**config.mk**
```make
export PLATFORM = sky130hd
export DESIGN_NAME = json_string_unescape_utf8_top
export DESIGN_NICKNAME = d
export VERILOG_FILES = /design/src/hw/rtl/jsu_pkg.sv /design/src/hw/rtl/jsu_ctrl.sv /design/src/hw/rtl/jsu_datapath.sv /design/src/hw/rtl/json_string_unescape_utf8_top.sv
export SDC_FILE = /design/constraint.sdc
export NUM_CORES = 1
export LEC_CHECK = 0
export BUFFER_PORTS_ARGS = -buffer_cell sky130_fd_sc_hd__buf_2
export CAP_MARGIN = 15
export CORE_AREA = 2 2 195 149
export CTS_CLUSTER_DIAMETER = 50
export DETAILED_ROUTE_END_ITERATION = 7
export DIE_AREA = 0 0 197 151
export PLACE_DENSITY = 0.6
export SLEW_MARGIN = 20
export SYNTH_ARGS = -nofsm -noshare
export SYNTH_HDL_FRONTEND = slang
export SYNTH_SLANG_ARGS = --single-unit
```
**constraint.sdc**
```tcl
create_clock -name clk -period 8.79 [get_ports clk]
set_clock_uncertainty 0.2 [all_clocks]
set_input_delay 0.4395 -clock clk [delete_from_list [all_inputs] [get_ports clk]]
set_output_delay 0.4395 -clock clk [all_outputs]
set_load 0.01 [all_outputs]
```
**src/hw/rtl/jsu_pkg.sv**
```systemverilog
// ----------------------------------------------------------------------------
// jsu_pkg
// Shared types, character codes and UTF-8 helpers of the JSON string
// unescaper.
// ----------------------------------------------------------------------------
package jsu_pkg;

  typedef enum logic [2:0] {
    PH_IDLE   = 3'd0,
    PH_ESC    = 3'd1,
    PH_HEX    = 3'd2,
    PH_LA_BS  = 3'd3,
    PH_LA_U   = 3'd4,
    PH_LA_HEX = 3'd5
  } phase_t;

  typedef enum logic [1:0] {
    CS_IDLE,
    CS_PROC,
    CS_EMIT,
    CS_NEXT
  } ctrl_state_t;

  localparam logic [7:0] CH_BSLASH = 8'h5C;
  localparam logic [7:0] CH_U      = 8'h75;
  localparam logic [7:0] CH_QMARK  = 8'h3F;
  localparam logic [7:0] CH_N      = 8'h6E;
  localparam logic [7:0] CH_R      = 8'h72;
  localparam logic [7:0] CH_T      = 8'h74;
  localparam logic [7:0] CH_B      = 8'h62;
  localparam logic [7:0] CH_F      = 8'h66;
  localparam logic [7:0] CH_LF     = 8'h0A;
  localparam logic [7:0] CH_CR     = 8'h0D;
  localparam logic [7:0] CH_TAB    = 8'h09;
  localparam logic [7:0] CH_BS     = 8'h08;
  localparam logic [7:0] CH_FF     = 8'h0C;

  localparam logic [15:0] CP_REPL   = 16'hFFFD;
  localparam logic [15:0] HI_FIRST  = 16'hD800;
  localparam logic [15:0] HI_LAST   = 16'hDBFF;
  localparam logic [15:0] LO_FIRST  = 16'hDC00;
  localparam logic [15:0] LO_LAST   = 16'hDFFF;
  localparam logic [20:0] SUPP_BASE = 21'h10000;

  localparam int HELD_DEPTH = 6;

  typedef struct packed {
    logic load_in;
    logic proc;
    logic emit;
    logic load_replay;
    logic flush;
    logic finish;
  } dp_cmd_t;

  typedef struct packed {
    logic emit_more;
    logic emit_last;
    logic replay_more;
    logic pend_valid;
    logic out_free;
  } dp_status_t;

  typedef struct packed {
    logic [2:0]      count;
    logic [3:0][7:0] bytes;
  } utf8_t;

  // {valid, value}
  function automatic logic [4:0] hex_digit(input logic [7:0] b);
    logic [4:0] r;
    r = 5'd0;
    if (b >= 8'h30 && b <= 8'h39) begin
      r = {1'b1, 4'(b - 8'h30)};
    end else if (b >= 8'h61 && b <= 8'h66) begin
      r = {1'b1, 4'(b - 8'h57)};
    end else if (b >= 8'h41 && b <= 8'h46) begin
      r = {1'b1, 4'(b - 8'h37)};
    end
    return r;
  endfunction

  function automatic utf8_t single_byte(input logic [7:0] b);
    utf8_t r;
    r = '0;
    r.count = 3'd1;
    r.bytes[0] = b;
    return r;
  endfunction

  function automatic utf8_t utf8_encode(input logic [20:0] cp);
    utf8_t r;
    r = '0;
    if (cp <= 21'h7F) begin
      r.count = 3'd1;
      r.bytes[0] = cp[7:0];
    end else if (cp <= 21'h7FF) begin
      r.count = 3'd2;
      r.bytes[0] = {3'b110, cp[10:6]};
      r.bytes[1] = {2'b10, cp[5:0]};
    end else if (cp <= 21'hFFFF) begin
      r.count = 3'd3;
      r.bytes[0] = {4'b1110, cp[15:12]};
      r.bytes[1] = {2'b10, cp[11:6]};
      r.bytes[2] = {2'b10, cp[5:0]};
    end else begin
      r.count = 3'd4;
      r.bytes[0] = {5'b11110, cp[20:18]};
      r.bytes[1] = {2'b10, cp[17:12]};
      r.bytes[2] = {2'b10, cp[11:6]};
      r.bytes[3] = {2'b10, cp[5:0]};
    end
    return r;
  endfunction

endpackage

```
**src/hw/rtl/jsu_ctrl.sv**
```systemverilog
// ----------------------------------------------------------------------------
// jsu_ctrl
// Sequencer of the unescaper: accept a request, decode one byte, emit its
// bytes, then decode held bytes again or close the request.
// ----------------------------------------------------------------------------
module jsu_ctrl
  import jsu_pkg::*;
(
  input  logic       clk,
  input  logic       rst,
  input  logic       in_valid,
  output logic       in_ready,
  input  dp_status_t status,
  output dp_cmd_t    cmd
);

  ctrl_state_t state;
  ctrl_state_t state_next;

  always_ff @(posedge clk) begin
    if (rst) begin
      state <= CS_IDLE;
    end else begin
      state <= state_next;
    end
  end

  always_comb begin
    state_next = state;
    cmd        = '0;
    in_ready   = 1'b0;
    unique case (state)
      CS_IDLE: begin
        in_ready = 1'b1;
        if (in_valid) begin
          cmd.load_in = 1'b1;
          state_next  = CS_PROC;
        end
      end
      CS_PROC: begin
        cmd.proc   = 1'b1;
        state_next = CS_EMIT;
      end
      CS_EMIT: begin
        if (!status.emit_more) begin
          state_next = CS_NEXT;
        end else if (!status.pend_valid || status.out_free) begin
          cmd.emit = 1'b1;
          if (status.emit_last) begin
            state_next = CS_NEXT;
          end
        end
      end
      CS_NEXT: begin
        if (status.replay_more) begin
          cmd.load_replay = 1'b1;
          state_next      = CS_PROC;
        end else if (!status.pend_valid) begin
          cmd.finish = 1'b1;
          state_next = CS_IDLE;
        end else if (status.out_free) begin
          cmd.flush  = 1'b1;
          cmd.finish = 1'b1;
          state_next = CS_IDLE;
        end
      end
      default: begin
        state_next = CS_IDLE;
      end
    endcase
  end

endmodule

```
**src/hw/rtl/jsu_datapath.sv**
```systemverilog
// ----------------------------------------------------------------------------
// jsu_datapath
// Escape decoder state, held look-ahead bytes, replay list, UTF-8 byte
// buffer and the output register with one byte of look-behind.
// ----------------------------------------------------------------------------
module jsu_datapath
  import jsu_pkg::*;
(
  input  logic       clk,
  input  logic       rst,
  input  dp_cmd_t    cmd,
  output dp_status_t status,
  input  logic [7:0] in_byte,
  input  logic       is_final,
  output logic       out_valid,
  input  logic       out_ready,
  output logic [7:0] out_byte,
  output logic       run_end,
  output logic       string_done
);

  // decoder state
  phase_t      phase;
  logic [15:0] code_acc;
  logic [2:0]  digit_count;
  logic        bad_digit;
  logic [15:0] high_unit;
  logic [7:0]  held [HELD_DEPTH];

  // byte under decode
  logic [7:0]  cur;
  logic        cur_fin;
  logic        step_fin;

  // replay list
  logic [7:0]  rp [HELD_DEPTH];
  logic [2:0]  rn;
  logic [2:0]  rk;
  logic        rp_fin;

  // bytes of one decode
  logic [3:0][7:0] ebuf;
  logic [2:0]      ecount;
  logic [2:0]      eidx;

  logic [7:0]  pend;
  logic        pend_valid;

  // decode step
  phase_t      phase_next;
  logic [15:0] code_acc_next;
  logic [2:0]  digit_count_next;
  logic        bad_digit_next;
  logic [15:0] high_unit_next;
  logic [7:0]  held_next [HELD_DEPTH];
  logic [7:0]  rp_next [HELD_DEPTH];
  utf8_t       enc;
  logic        new_rep;
  logic [2:0]  rep_len;
  logic        rep_cur;
  logic [2:0]  rep_cur_idx;
  logic [4:0]  dig;
  logic [15:0] acc_dig;
  logic        bad_dig;
  logic [2:0]  dc_inc;
  logic [15:0] cp_hex;
  logic [20:0] cp_supp;
  logic        out_free;
  logic        push;

  assign dig     = hex_digit(cur);
  assign acc_dig = {code_acc[11:0], dig[3:0]};
  assign bad_dig = bad_digit | ~dig[4];
  assign dc_inc  = digit_count + 3'd1;
  assign cp_hex  = bad_dig ? CP_REPL : acc_dig;
  assign cp_supp = SUPP_BASE + {1'b0, high_unit[9:0], acc_dig[9:0]};

  always_comb begin
    phase_next       = phase;
    code_acc_next    = code_acc;
    digit_count_next = digit_count;
    bad_digit_next   = bad_digit;
    high_unit_next   = high_unit;
    for (int k = 0; k < HELD_DEPTH; k++) begin
      held_next[k] = held[k];
    end
    enc         = '0;
    new_rep     = 1'b0;
    rep_len     = 3'd0;
    rep_cur     = 1'b0;
    rep_cur_idx = 3'd0;
    unique case (phase)
      PH_IDLE: begin
        if (cur == CH_BSLASH && !cur_fin) begin
          phase_next = PH_ESC;
        end else begin
          enc = single_byte(cur);
        end
      end
      PH_ESC: begin
        phase_next = PH_IDLE;
        case (cur)
          CH_N: enc = single_byte(CH_LF);
          CH_R: enc = single_byte(CH_CR);
          CH_T: enc = single_byte(CH_TAB);
          CH_B: enc = single_byte(CH_BS);
          CH_F: enc = single_byte(CH_FF);
          CH_U: begin
            if (cur_fin) begin
              enc = single_byte(CH_QMARK);
            end else begin
              phase_next       = PH_HEX;
              code_acc_next    = 16'd0;
              digit_count_next = 3'd0;
              bad_digit_next   = 1'b0;
            end
          end
          default: enc = single_byte(cur);
        endcase
      end
      PH_HEX: begin
        held_next[{1'b0, digit_count[1:0]}] = cur;
        if (dc_inc >= 3'd4) begin
          phase_next       = PH_IDLE;
          code_acc_next    = 16'd0;
          digit_count_next = 3'd0;
          bad_digit_next   = 1'b0;
          if (cp_hex >= HI_FIRST && cp_hex <= HI_LAST && !cur_fin) begin
            high_unit_next = cp_hex;
            phase_next     = PH_LA_BS;
          end else begin
            enc = utf8_encode({5'd0, cp_hex});
          end
        end else if (cur_fin) begin
          enc              = single_byte(CH_QMARK);
          new_rep          = 1'b1;
          rep_len          = dc_inc;
          phase_next       = PH_IDLE;
          code_acc_next    = 16'd0;
          digit_count_next = 3'd0;
          bad_digit_next   = 1'b0;
        end else begin
          code_acc_next    = acc_dig;
          digit_count_next = dc_inc;
          bad_digit_next   = bad_dig;
        end
      end
      PH_LA_BS: begin
        if (cur == CH_BSLASH && !cur_fin) begin
          held_next[0] = cur;
          phase_next   = PH_LA_U;
        end else begin
          enc         = utf8_encode({5'd0, high_unit});
          new_rep     = 1'b1;
          rep_len     = 3'd1;
          rep_cur     = 1'b1;
          rep_cur_idx = 3'd0;
          phase_next  = PH_IDLE;
        end
      end
      PH_LA_U: begin
        if (cur == CH_U && !cur_fin) begin
          held_next[1]     = cur;
          phase_next       = PH_LA_HEX;
          code_acc_next    = 16'd0;
          digit_count_next = 3'd0;
          bad_digit_next   = 1'b0;
        end else begin
          enc         = utf8_encode({5'd0, high_unit});
          new_rep     = 1'b1;
          rep_len     = 3'd2;
          rep_cur     = 1'b1;
          rep_cur_idx = 3'd1;
          phase_next  = PH_IDLE;
        end
      end
      PH_LA_HEX: begin
        held_next[3'd2 + {1'b0, digit_count[1:0]}] = cur;
        if (dc_inc >= 3'd4) begin
          if (!bad_dig && acc_dig >= LO_FIRST && acc_dig <= LO_LAST) begin
            enc = utf8_encode(cp_supp);
          end else begin
            enc     = utf8_encode({5'd0, high_unit});
            new_rep = 1'b1;
            rep_len = 3'd6;
          end
          phase_next       = PH_IDLE;
          code_acc_next    = 16'd0;
          digit_count_next = 3'd0;
          bad_digit_next   = 1'b0;
        end else if (cur_fin) begin
          enc              = utf8_encode({5'd0, high_unit});
          new_rep          = 1'b1;
          rep_len          = 3'd2 + dc_inc;
          phase_next       = PH_IDLE;
          code_acc_next    = 16'd0;
          digit_count_next = 3'd0;
          bad_digit_next   = 1'b0;
        end else begin
          code_acc_next    = acc_dig;
          digit_count_next = dc_inc;
          bad_digit_next   = bad_dig;
        end
      end
      default: begin
        phase_next = PH_IDLE;
        enc        = single_byte(cur);
      end
    endcase
    for (int k = 0; k < HELD_DEPTH; k++) begin
      rp_next[k] = held_next[k];
    end
    if (rep_cur) begin
      rp_next[rep_cur_idx] = cur;
    end
  end

  assign out_free = !out_valid || out_ready;
  assign push     = (cmd.emit && pend_valid) || cmd.flush;

  assign status.emit_more   = eidx < ecount;
  assign status.emit_last   = 3'(eidx + 3'd1) == ecount;
  assign status.replay_more = rk < rn;
  assign status.pend_valid  = pend_valid;
  assign status.out_free    = out_free;

  // control state
  always_ff @(posedge clk) begin
    if (rst) begin
      phase       <= PH_IDLE;
      code_acc    <= 16'd0;
      digit_count <= 3'd0;
      bad_digit   <= 1'b0;
      high_unit   <= 16'd0;
      rn          <= 3'd0;
      rk          <= 3'd0;
      ecount      <= 3'd0;
      eidx        <= 3'd0;
      pend_valid  <= 1'b0;
      out_valid   <= 1'b0;
    end else begin
      if (cmd.load_in) begin
        rn <= 3'd0;
        rk <= 3'd0;
      end
      if (cmd.load_replay) begin
        rk <= rk + 3'd1;
      end
      if (cmd.proc) begin
        phase       <= phase_next;
        code_acc    <= code_acc_next;
        digit_count <= digit_count_next;
        bad_digit   <= bad_digit_next;
        high_unit   <= high_unit_next;
        ecount      <= enc.count;
        eidx        <= 3'd0;
        if (new_rep) begin
          rn <= rep_len;
          rk <= 3'd0;
        end
      end
      if (cmd.emit) begin
        eidx       <= eidx + 3'd1;
        pend_valid <= 1'b1;
      end
      if (cmd.flush) begin
        pend_valid <= 1'b0;
      end
      if (cmd.finish && step_fin) begin
        phase       <= PH_IDLE;
        code_acc    <= 16'd0;
        digit_count <= 3'd0;
        bad_digit   <= 1'b0;
        high_unit   <= 16'd0;
      end
      if (push) begin
        out_valid <= 1'b1;
      end else if (out_ready) begin
        out_valid <= 1'b0;
      end
    end
  end

  // payload
  always_ff @(posedge clk) begin
    if (cmd.load_in) begin
      cur      <= in_byte;
      cur_fin  <= is_final;
      step_fin <= is_final;
    end
    if (cmd.load_replay) begin
      cur     <= rp[rk];
      cur_fin <= rp_fin && (3'(rk + 3'd1) == rn);
    end
    if (cmd.proc) begin
      for (int k = 0; k < HELD_DEPTH; k++) begin
        held[k] <= held_next[k];
      end
      ebuf <= enc.bytes;
      if (new_rep) begin
        for (int k = 0; k < HELD_DEPTH; k++) begin
          rp[k] <= rp_next[k];
        end
        rp_fin <= cur_fin;
      end
    end
    if (cmd.emit) begin
      pend <= ebuf[eidx[1:0]];
    end
    if (push) begin
      out_byte    <= pend;
      run_end     <= cmd.flush;
      string_done <= cmd.flush && step_fin;
    end
  end

  a_replay_index: assert property (@(posedge clk) disable iff (rst) rk <= rn)
    else $error("replay index past end of list");

  a_emit_index: assert property (@(posedge clk) disable iff (rst) eidx <= ecount)
    else $error("emit index past byte count");

  a_emit_has_byte: assert property (@(posedge clk) disable iff (rst)
    cmd.emit |-> status.emit_more)
    else $error("emit without a buffered byte");

  a_accept_clean: assert property (@(posedge clk) disable iff (rst)
    cmd.load_in |-> !pend_valid && !status.emit_more)
    else $error("new request while bytes of the last one remain");

  a_final_clears: assert property (@(posedge clk) disable iff (rst)
    cmd.finish && step_fin |=> phase == PH_IDLE && digit_count == 3'd0
      && high_unit == 16'd0)
    else $error("decoder not idle after final byte");

endmodule

```
**src/hw/rtl/json_string_unescape_utf8_top.sv**
```systemverilog
// ----------------------------------------------------------------------------
// json_string_unescape_utf8_top
// JSON string body unescaper with UTF-8 output for \u escapes.
// ----------------------------------------------------------------------------
// Takes one byte of a JSON string body per request, is_final on the last one,
// and returns the decoded bytes; run_end marks the last byte caused by a
// request and string_done the last byte of the string. One request is worked
// on at a time. The sequencer decodes one byte per pass, and decodes again
// each held byte after a broken surrogate pair or a short \u at string end;
// it moves decoded bytes one a cycle, stalling while the output register is
// full, through a single look-behind register into the output register; the
// next request is taken while the last byte still waits in that register.
// ----------------------------------------------------------------------------
module json_string_unescape_utf8_top
  import jsu_pkg::*;
(
  input  logic       clk,
  input  logic       rst,
  input  logic       in_valid,
  output logic       in_ready,
  input  logic [7:0] in_byte,
  input  logic       is_final,
  output logic       out_valid,
  input  logic       out_ready,
  output logic [7:0] out_byte,
  output logic       run_end,
  output logic       string_done
);

  dp_cmd_t    cmd;
  dp_status_t status;

  jsu_ctrl u_ctrl (
    .clk      (clk),
    .rst      (rst),
    .in_valid (in_valid),
    .in_ready (in_ready),
    .status   (status),
    .cmd      (cmd)
  );

  jsu_datapath u_datapath (
    .clk         (clk),
    .rst         (rst),
    .cmd         (cmd),
    .status      (status),
    .in_byte     (in_byte),
    .is_final    (is_final),
    .out_valid   (out_valid),
    .out_ready   (out_ready),
    .out_byte    (out_byte),
    .run_end     (run_end),
    .string_done (string_done)
  );

endmodule

```
==> qor.yml, run 1 <==
clock_tree:
  cts_tree: "done"
  post_cts_resized: 0
  cts_max_level: 1
  post_cts_buffers: 0
  clock_latency_ps: 530
  cts.path.max_buffers: 3
  cts.sinks: 205
  numCtsBuffers: 25
  clk_pin_slew_ps: 60
  cts-root-buf: "clkbuf_16"
synth:
  avgSynthCellArea_um2: 10.7
  ys_seq_area_frac: 0.511
  netlist_area_um2: 11000
  syn_nets: 1073
  yosysWarnings: 0
  syn_inst: 1036
  synth_edf_count: 154
  synth.area.top_cells: "edfxtp_1 (42%), dfxtp_1 (9.2%), mux2_2 (4.4%)"
  ys_ff_latch: 205
  synthArstFlopShare: 0
  synth_top_area_frac: 0.419
  synth_cell_types: 84
  synthFlopType: "edfxtp_1"
  synth_top_area_cell: "edfxtp_1"
drt:
  drtIter0Drc: 791
  via_per_inst: 6.00
  firstDrtPassIters: 6
  ant_nets: 0
  wire_per_inst_um: 22.0
  drt_wl_total_mm: 31.1
  routed-via-count: 8497
  drcViolationCount: 0
worst_setup_path:
  path_class: "flip-flop to flip-flop"
  r2r-end: "u_datapath.ebuf[13]"
  cp-start-kind: "flip-flop"
  end_kind: "flip-flop"
  worst_r2r_path_depth: 10
  r2r_start: "u_datapath.cur[0]"
  cp.required_ps: 8840
  crit_fanout: 16
  reg2reg_slack_ps: 4150
  cp.arrival_ps: 4690
timing:
  rsz0062_at_grt: "no"
  fmax_mhz: 216
  period_needed_ps: 4640
  period_share: 0.527
  setup_tns_ps: 0
  tightest_slew_ps: 1030
  hold_viol_final: 0
  slew_viol_final: 0
  max_slew_margin: 0.298
  setup_viol: 0
floorplanning:
  die_x_um: 197
  num_rows: 53
  initial_core_util: 0.398
  coreArea_um2: 27700
  die_area_um2: 29700
  fp.dieH_um: 151
  ioPinCount: 25
finish:
  instances_no_fill: 1416
  diodes: 0
  fillers: 2612
  layout_commonest_cell: "edfxtp_1"
  nets: 1078
  layout_common_cells: "edfxtp_1 (154), nand2_1 (99), nor2_1 (84)"
  drive_gt1_frac: 0.159
  area_growth_pct: 11.6
placement:
  placed_cells: 1365
  port_buffers: 24
  place.gp.congestion: 0.976
  hpwl_mm: 22.0
global_route:
  grt_pass1_wl_mm: 47.8
  grt_pass1_vias: 7687
  grt_max_degree: 57
  grtUsageTotal: 0.210
  overflow: 0
  antenna_found_initial: 1
hold_path:
  whs_path_depth: 3
  worstHoldStart: "in_byte[3]"
  min_to: "u_datapath.cur[3]"
  hold_path.class: "input port to flip-flop"
outcome:
  status: "complete, no violations"
power:
  ir_drop_uv: 115
  power_density_nw_per_um2: 232
  p_leak_uw: 0.00412
run:
  max_cap_viol_count: 0
==> state kept, by name (all words and copies together), names as in the netlist, 8 cells and up <==
| register | count |
|---|---|
| u_datapath.held | 48 |
| u_datapath.code_acc | 12 |
| u_datapath.pend | 8 |
| u_datapath.cur | 8 |
| u_datapath.rp | 48 |
| u_datapath.high_unit | 16 |
| u_datapath.ebuf | 29 |
| u_datapath.out_byte | 8 |
==> critical path, cell delays in order, from the launching register on <==
cell and delay [ps]:
edfxtp_1 610, inv_1 280, ha_1 300, o21bai_1 300
a21oi_1 200, a2bb2oi_1 220, nor4_4 490, mux2i_2 920
mux2i_1 270, mux2i_1 90, o21ai_0 470
==> worst max-delay path by stage <==
| stage | start | endpoint | cells past startpoint |
|---|---|---|---|
| after global placement | u_datapath.cur[0] | u_datapath.ebuf[13] | 10 |
| after global routing | u_datapath.cur[0] | u_datapath.ebuf[13] | 10 |
| after floorplan | u_ctrl.state[1] | u_datapath.rk[0] | 6 |
| final | u_datapath.cur[0] | u_datapath.ebuf[13] | 10 |
| after CTS | u_datapath.cur[0] | u_datapath.ebuf[13] | 10 |
| after detailed placement | u_datapath.cur[0] | u_datapath.ebuf[13] | 10 |
==> what timing repair did <==
item | 4_1_cts | 5_1_grt
hold endpoints to repair | 5 | 0
hold buffers | 5 | 0
endpoints found under the setup margin | 0 | 0
==> cell usage after synthesis, types with 5 or more instances <==
master,instances
nand2b_1,14
nor2_1,84
o21ai_1,12
o31ai_1,6
o211ai_1,13
nand4_1,7
a31oi_1,10
nand3b_1,8
a221o_1,9
xnor2_1,6
ha_1,24
buf_2,13
mux2_2,43
dfxtp_1,51
nand3_1,28
a311oi_1,5
a21oi_1,71
and2_1,14
nor3b_1,9
a22o_1,5
nor2b_1,11
o21ai_0,74
nor3_1,20
mux4_2,15
a211oi_1,12
mux2i_1,21
a22oi_1,9
and3_1,12
nand4b_1,6
nand2_1,99
inv_1,26
clkbuf_1,51
edfxtp_1,154
==> report_power, final <==
part	internal, uW	switching [uW]	total [uW]
Combinational	188	334	521
Sequential	1290	84.4	1370
Clock	557	405	962
Total	2030	823	2850
==> stage by stage <==
step           power, uW  utilization  setup WS (ps)  hold slack, ps  area [um2]
6_report            2850        0.444           4150            11.3       12300
5_1_grt             2970        0.444           3940            19.6       12300
4_1_cts             2870        0.444           4340            1.03       12300
3_5_place_dp        1910        0.415           4360             205       11500
3_3_place_gp        1900        0.415           4460             202       11500
2_1_floorplan       1730            -           2520             200       11000
==> metal layers <==
metal / vias to the layer above / global-route usage / routed length, um
met1: 4100 / 0.328 / 15100
met4: 0 / 0.0432 / 515
met5: - / 0 / 0
met2: 404 / 0.298 / 12600
met3: 47 / 0.0416 / 2860
li1: 3946 / - / -
==> layout make-up <==
cell class	count	area [um2]	area share
Sequential cell	205	5650	0.458
Multi-Input combinational cell	738	5070	0.412
Clock buffer	29	641	0.0520
Tap cell	357	447	0.0363
Timing Repair Buffer	45	288	0.0234
Clock inverter	16	130	0.0106
Inverter	26	97.6	0.00792
==> logic make-up (layout without fill, tap and decap cells) <==
logic type	Yosys count	count (layout)	synth area share
DFF	205	205	0.511
and+or+nand+nor	347	347	0.162
buffers and inverters	93	116	0.0338
muxes	81	81	0.0960
AOI/OAI and AO/OA	276	276	0.162
xor gates and xnor gates	9	9	0.00714
adders and majority gates	25	25	0.0281
(Power assumes the default switching activity.)
==> inputs of run 2 (changes only) <==
--- a/config.mk
+++ b/config.mk
@@ -5,13 +5,14 @@
 export SDC_FILE = /design/constraint.sdc
 export NUM_CORES = 1
 export LEC_CHECK = 0
+export ABC_AREA = 1
 export BUFFER_PORTS_ARGS = -buffer_cell sky130_fd_sc_hd__buf_2
 export CAP_MARGIN = 15
-export CORE_AREA = 2 2 195 149
+export CORE_AREA = 2 2 200 153
 export CTS_CLUSTER_DIAMETER = 50
 export DETAILED_ROUTE_END_ITERATION = 7
-export DIE_AREA = 0 0 197 151
-export PLACE_DENSITY = 0.6
+export DIE_AREA = 0 0 202 155
+export PLACE_DENSITY = 0.59
 export SLEW_MARGIN = 20
 export SYNTH_ARGS = -nofsm -noshare
 export SYNTH_HDL_FRONTEND = slang
==> constraint.sdc (replaced) <==
create_clock -name clk -period 4.75 [get_ports clk]
set_clock_uncertainty 0.2 [all_clocks]
set_input_delay 0.2375 -clock clk [delete_from_list [all_inputs] [get_ports clk]]
set_output_delay 0.2375 -clock clk [all_outputs]
set_load 0.01 [all_outputs]
==> qor.yml, run 2 <==
drt:
  wire_per_inst_um: 21.1
  via_per_inst: 5.61
  drtIter0Drc: 1333
  drcViolationCount: 0
  routed-via-count: 10404
  drt_wl_total_mm: 39.0
  ant_nets: 0
  firstDrtPassIters: 5
timing:
  hold_viol_final: 0
  slew_viol_final: 0
  rsz0062_at_grt: "no"
  setup_tns_ps: 0
  fmax_mhz: 223
  tightest_slew_ps: 1020
  timing.final.ws_setup_ps: 259
  max_slew_margin: 0.320
  period_share: 0.945
  hold_ws_ps: 218
  period_needed_ps: 4490
  setup_viol: 0
floorplanning:
  die_area_um2: 31300
  die_x_um: 202
  fp.dieH_um: 155
  coreArea_um2: 29500
  initial_core_util: 0.392
  num_rows: 55
  ioPinCount: 25
worst_setup_path:
  crit_chain: "inv_1, ha_1, nand4_1, nor3_1, nor2_1, inv_1, nand2_1, nor2_1, o21ai_0, nor2_1, a21oi_2"
  cp.arrival_ps: 4580
  r2r_start: "u_datapath.cur[1]"
  critical_path.max_stage_delay_ps: 790
  reg2reg_slack_ps: 260
  cp.required_ps: 4840
  cp_slowest_cell: "nor2_1"
  crit_fanout: 16
  r2r-end: "u_datapath.ebuf[2]"
  worst_r2r_path_depth: 11
  path_class: "flip-flop to flip-flop"
  cp_common_cell: "nor2_1"
  cp-start-kind: "flip-flop"
  crit_path_start: "u_datapath.cur[1]"
  end_kind: "flip-flop"
  crit_end: "u_datapath.ebuf[2]"
global_route:
  grt_max_degree: 49
  grt_pass1_vias: 9637
  grt_pass1_wl_mm: 59.5
  overflow: 0
  antenna_found_initial: 0
  grtUsageTotal: 0.248
hold_path:
  hold_path.class: "flip-flop to flip-flop"
clock_tree:
  cts.sinks: 205
  cts-root-buf: "clkbuf_16"
  numCtsBuffers: 27
  cts_tree: "done"
  cts_max_level: 1
  post_cts_resized: 0
  clk_pin_slew_ps: 60
  clock_latency_ps: 540
  cts.path.max_buffers: 3
power:
  totalPowerFinal_uw: 5520
  p_leak_uw: 0.00509
  power_density_nw_per_um2: 419
  ir_drop_uv: 268
synth:
  syn_inst: 1401
  synth_top_area_frac: 0.400
  yosysWarnings: 0
  synth_top_area_cell: "edfxtp_1"
  avgSynthCellArea_um2: 8.26
  synth.area.top_cells: "edfxtp_1 (40%), nand2_1 (9.6%), dfxtp_1 (8.8%)"
  yosys.cell_count.top_type: "nand2_1"
  synth_cell_types: 54
  syn_nets: 1438
  synthFlopType: "edfxtp_1"
  netlist_area_um2: 11600
  synthTopCellsByCount: "nand2_1 (297), o21ai_0 (166), edfxtp_1 (154)"
  ys_seq_area_frac: 0.488
  synthArstFlopShare: 0
  ys_ff_latch: 205
  synth_edf_count: 154
finish:
  finish.instance_area_um2: 13200
  area_growth_pct: 14.0
  layout_commonest_cell: "nand2_1"
  top_regs: "u_datapath.held x48, u_datapath.rp x48, u_datapath.ebuf x29"
  diodes: 0
  nets: 1471
  fillers: 2936
  layout_common_cells: "nand2_1 (297), o21ai_0 (166), edfxtp_1 (154)"
  drive_gt1_frac: 0.106
run:
  max_cap_viol_count: 0
outcome:
  status: "complete, no violations"
placement:
  hpwl_mm: 28.2
  place.gp.congestion: 1.01
  preCtsSetupSlack_ps: 570
  postPlaceCellArea_um2: 12100
  port_buffers: 24
==> run 2: cell count changes in the layout (fill, tap and decap cells not counted), moves of 16 or more <==
| cell | change |
|---|---|
| o221ai_1 | +20 |
| mux2i_1 | -21 |
| o22ai_1 | +21 |
| inv_1 | +118 |
| o211ai_1 | +16 |
| nor2_1 | +62 |
| nand3_1 | +49 |
| nand2_1 | +198 |
| o21ai_0 | +92 |
| mux2_2 | -43 |
==> run 2: per-layer routing <==
metal | vias up | wire, um | track usage
li1 | 4927 | - | -
met1 | 4916 | 18600 | 0.384
met2 | 490 | 15100 | 0.330
met3 | 71 | 4340 | 0.0735
met4 | 0 | 954 | 0.0641
met5 | - | 0 | 0
==> run 2: cell families after synthesis <==
kind of cell / share of synthesized area
AND/OR/NAND/NOR: 0.220
AO/OA/AOI/OAI: 0.187
buffers and inverters: 0.0744
flip-flops: 0.488
adder cells (fa/ha/maj): 0.0259
XOR/XNOR: 0.00454
==> run 2: report_power, final <==
part	leakage, uW	internal, uW	switching, uW
registers	0.00183	2350	142
clock network	0.000455	1260	827
logic	0.00281	256	688
total	0.00509	3860	1660
==> run 2: worst max-delay path, delay by kind of cell, from the launching register on <==
family / cells / cell delay (ps)
AOI/OAI and AO/OA: 2 / 400
adders and majority gates: 1 / 290
buffers and inverters: 2 / 600
DFF: 1 / 490
and+or+nand+nor: 6 / 2250
==> run 2: per-stage QoR <==
step,std cells,utilization
global placement,1792,0.412
CTS,1853,0.447
detailed placement,1792,0.412
finish,1853,0.447
global route,1853,0.447
floorplan,1401,-
==> run 2: area by class of cell <==
class                      count  area [um2]  share of cell area
inverter                     157         589              0.0447
tap                          399         499              0.0378
sequential                   205        5650               0.428
clock buffer                  33         722              0.0547
clock inverter                16         199              0.0151
timing repair buffer          62         448              0.0340
multi-input combinational    981        5090               0.386
==> run 2: worst min path at each step <==
stage | from | end | cells past startpoint
finish | u_datapath.pend[4] | u_datapath.out_byte[4] | 0
detailed placement | u_datapath.pend[4] | u_datapath.out_byte[4] | 0
CTS | u_datapath.pend[5] | u_datapath.out_byte[5] | 0
global placement | u_datapath.pend[7] | u_datapath.out_byte[7] | 0
floorplan | is_final | u_datapath.step_fin | 0
global route | u_datapath.pend[5] | u_datapath.out_byte[5] | 0
==> run 2: what timing repair did <==
action                                  4_1_cts  5_1_grt
setup buffers                                 0        0
hold buffers                                 12        0
hold endpoints to repair                     21        0
endpoints found under the setup margin        0        0
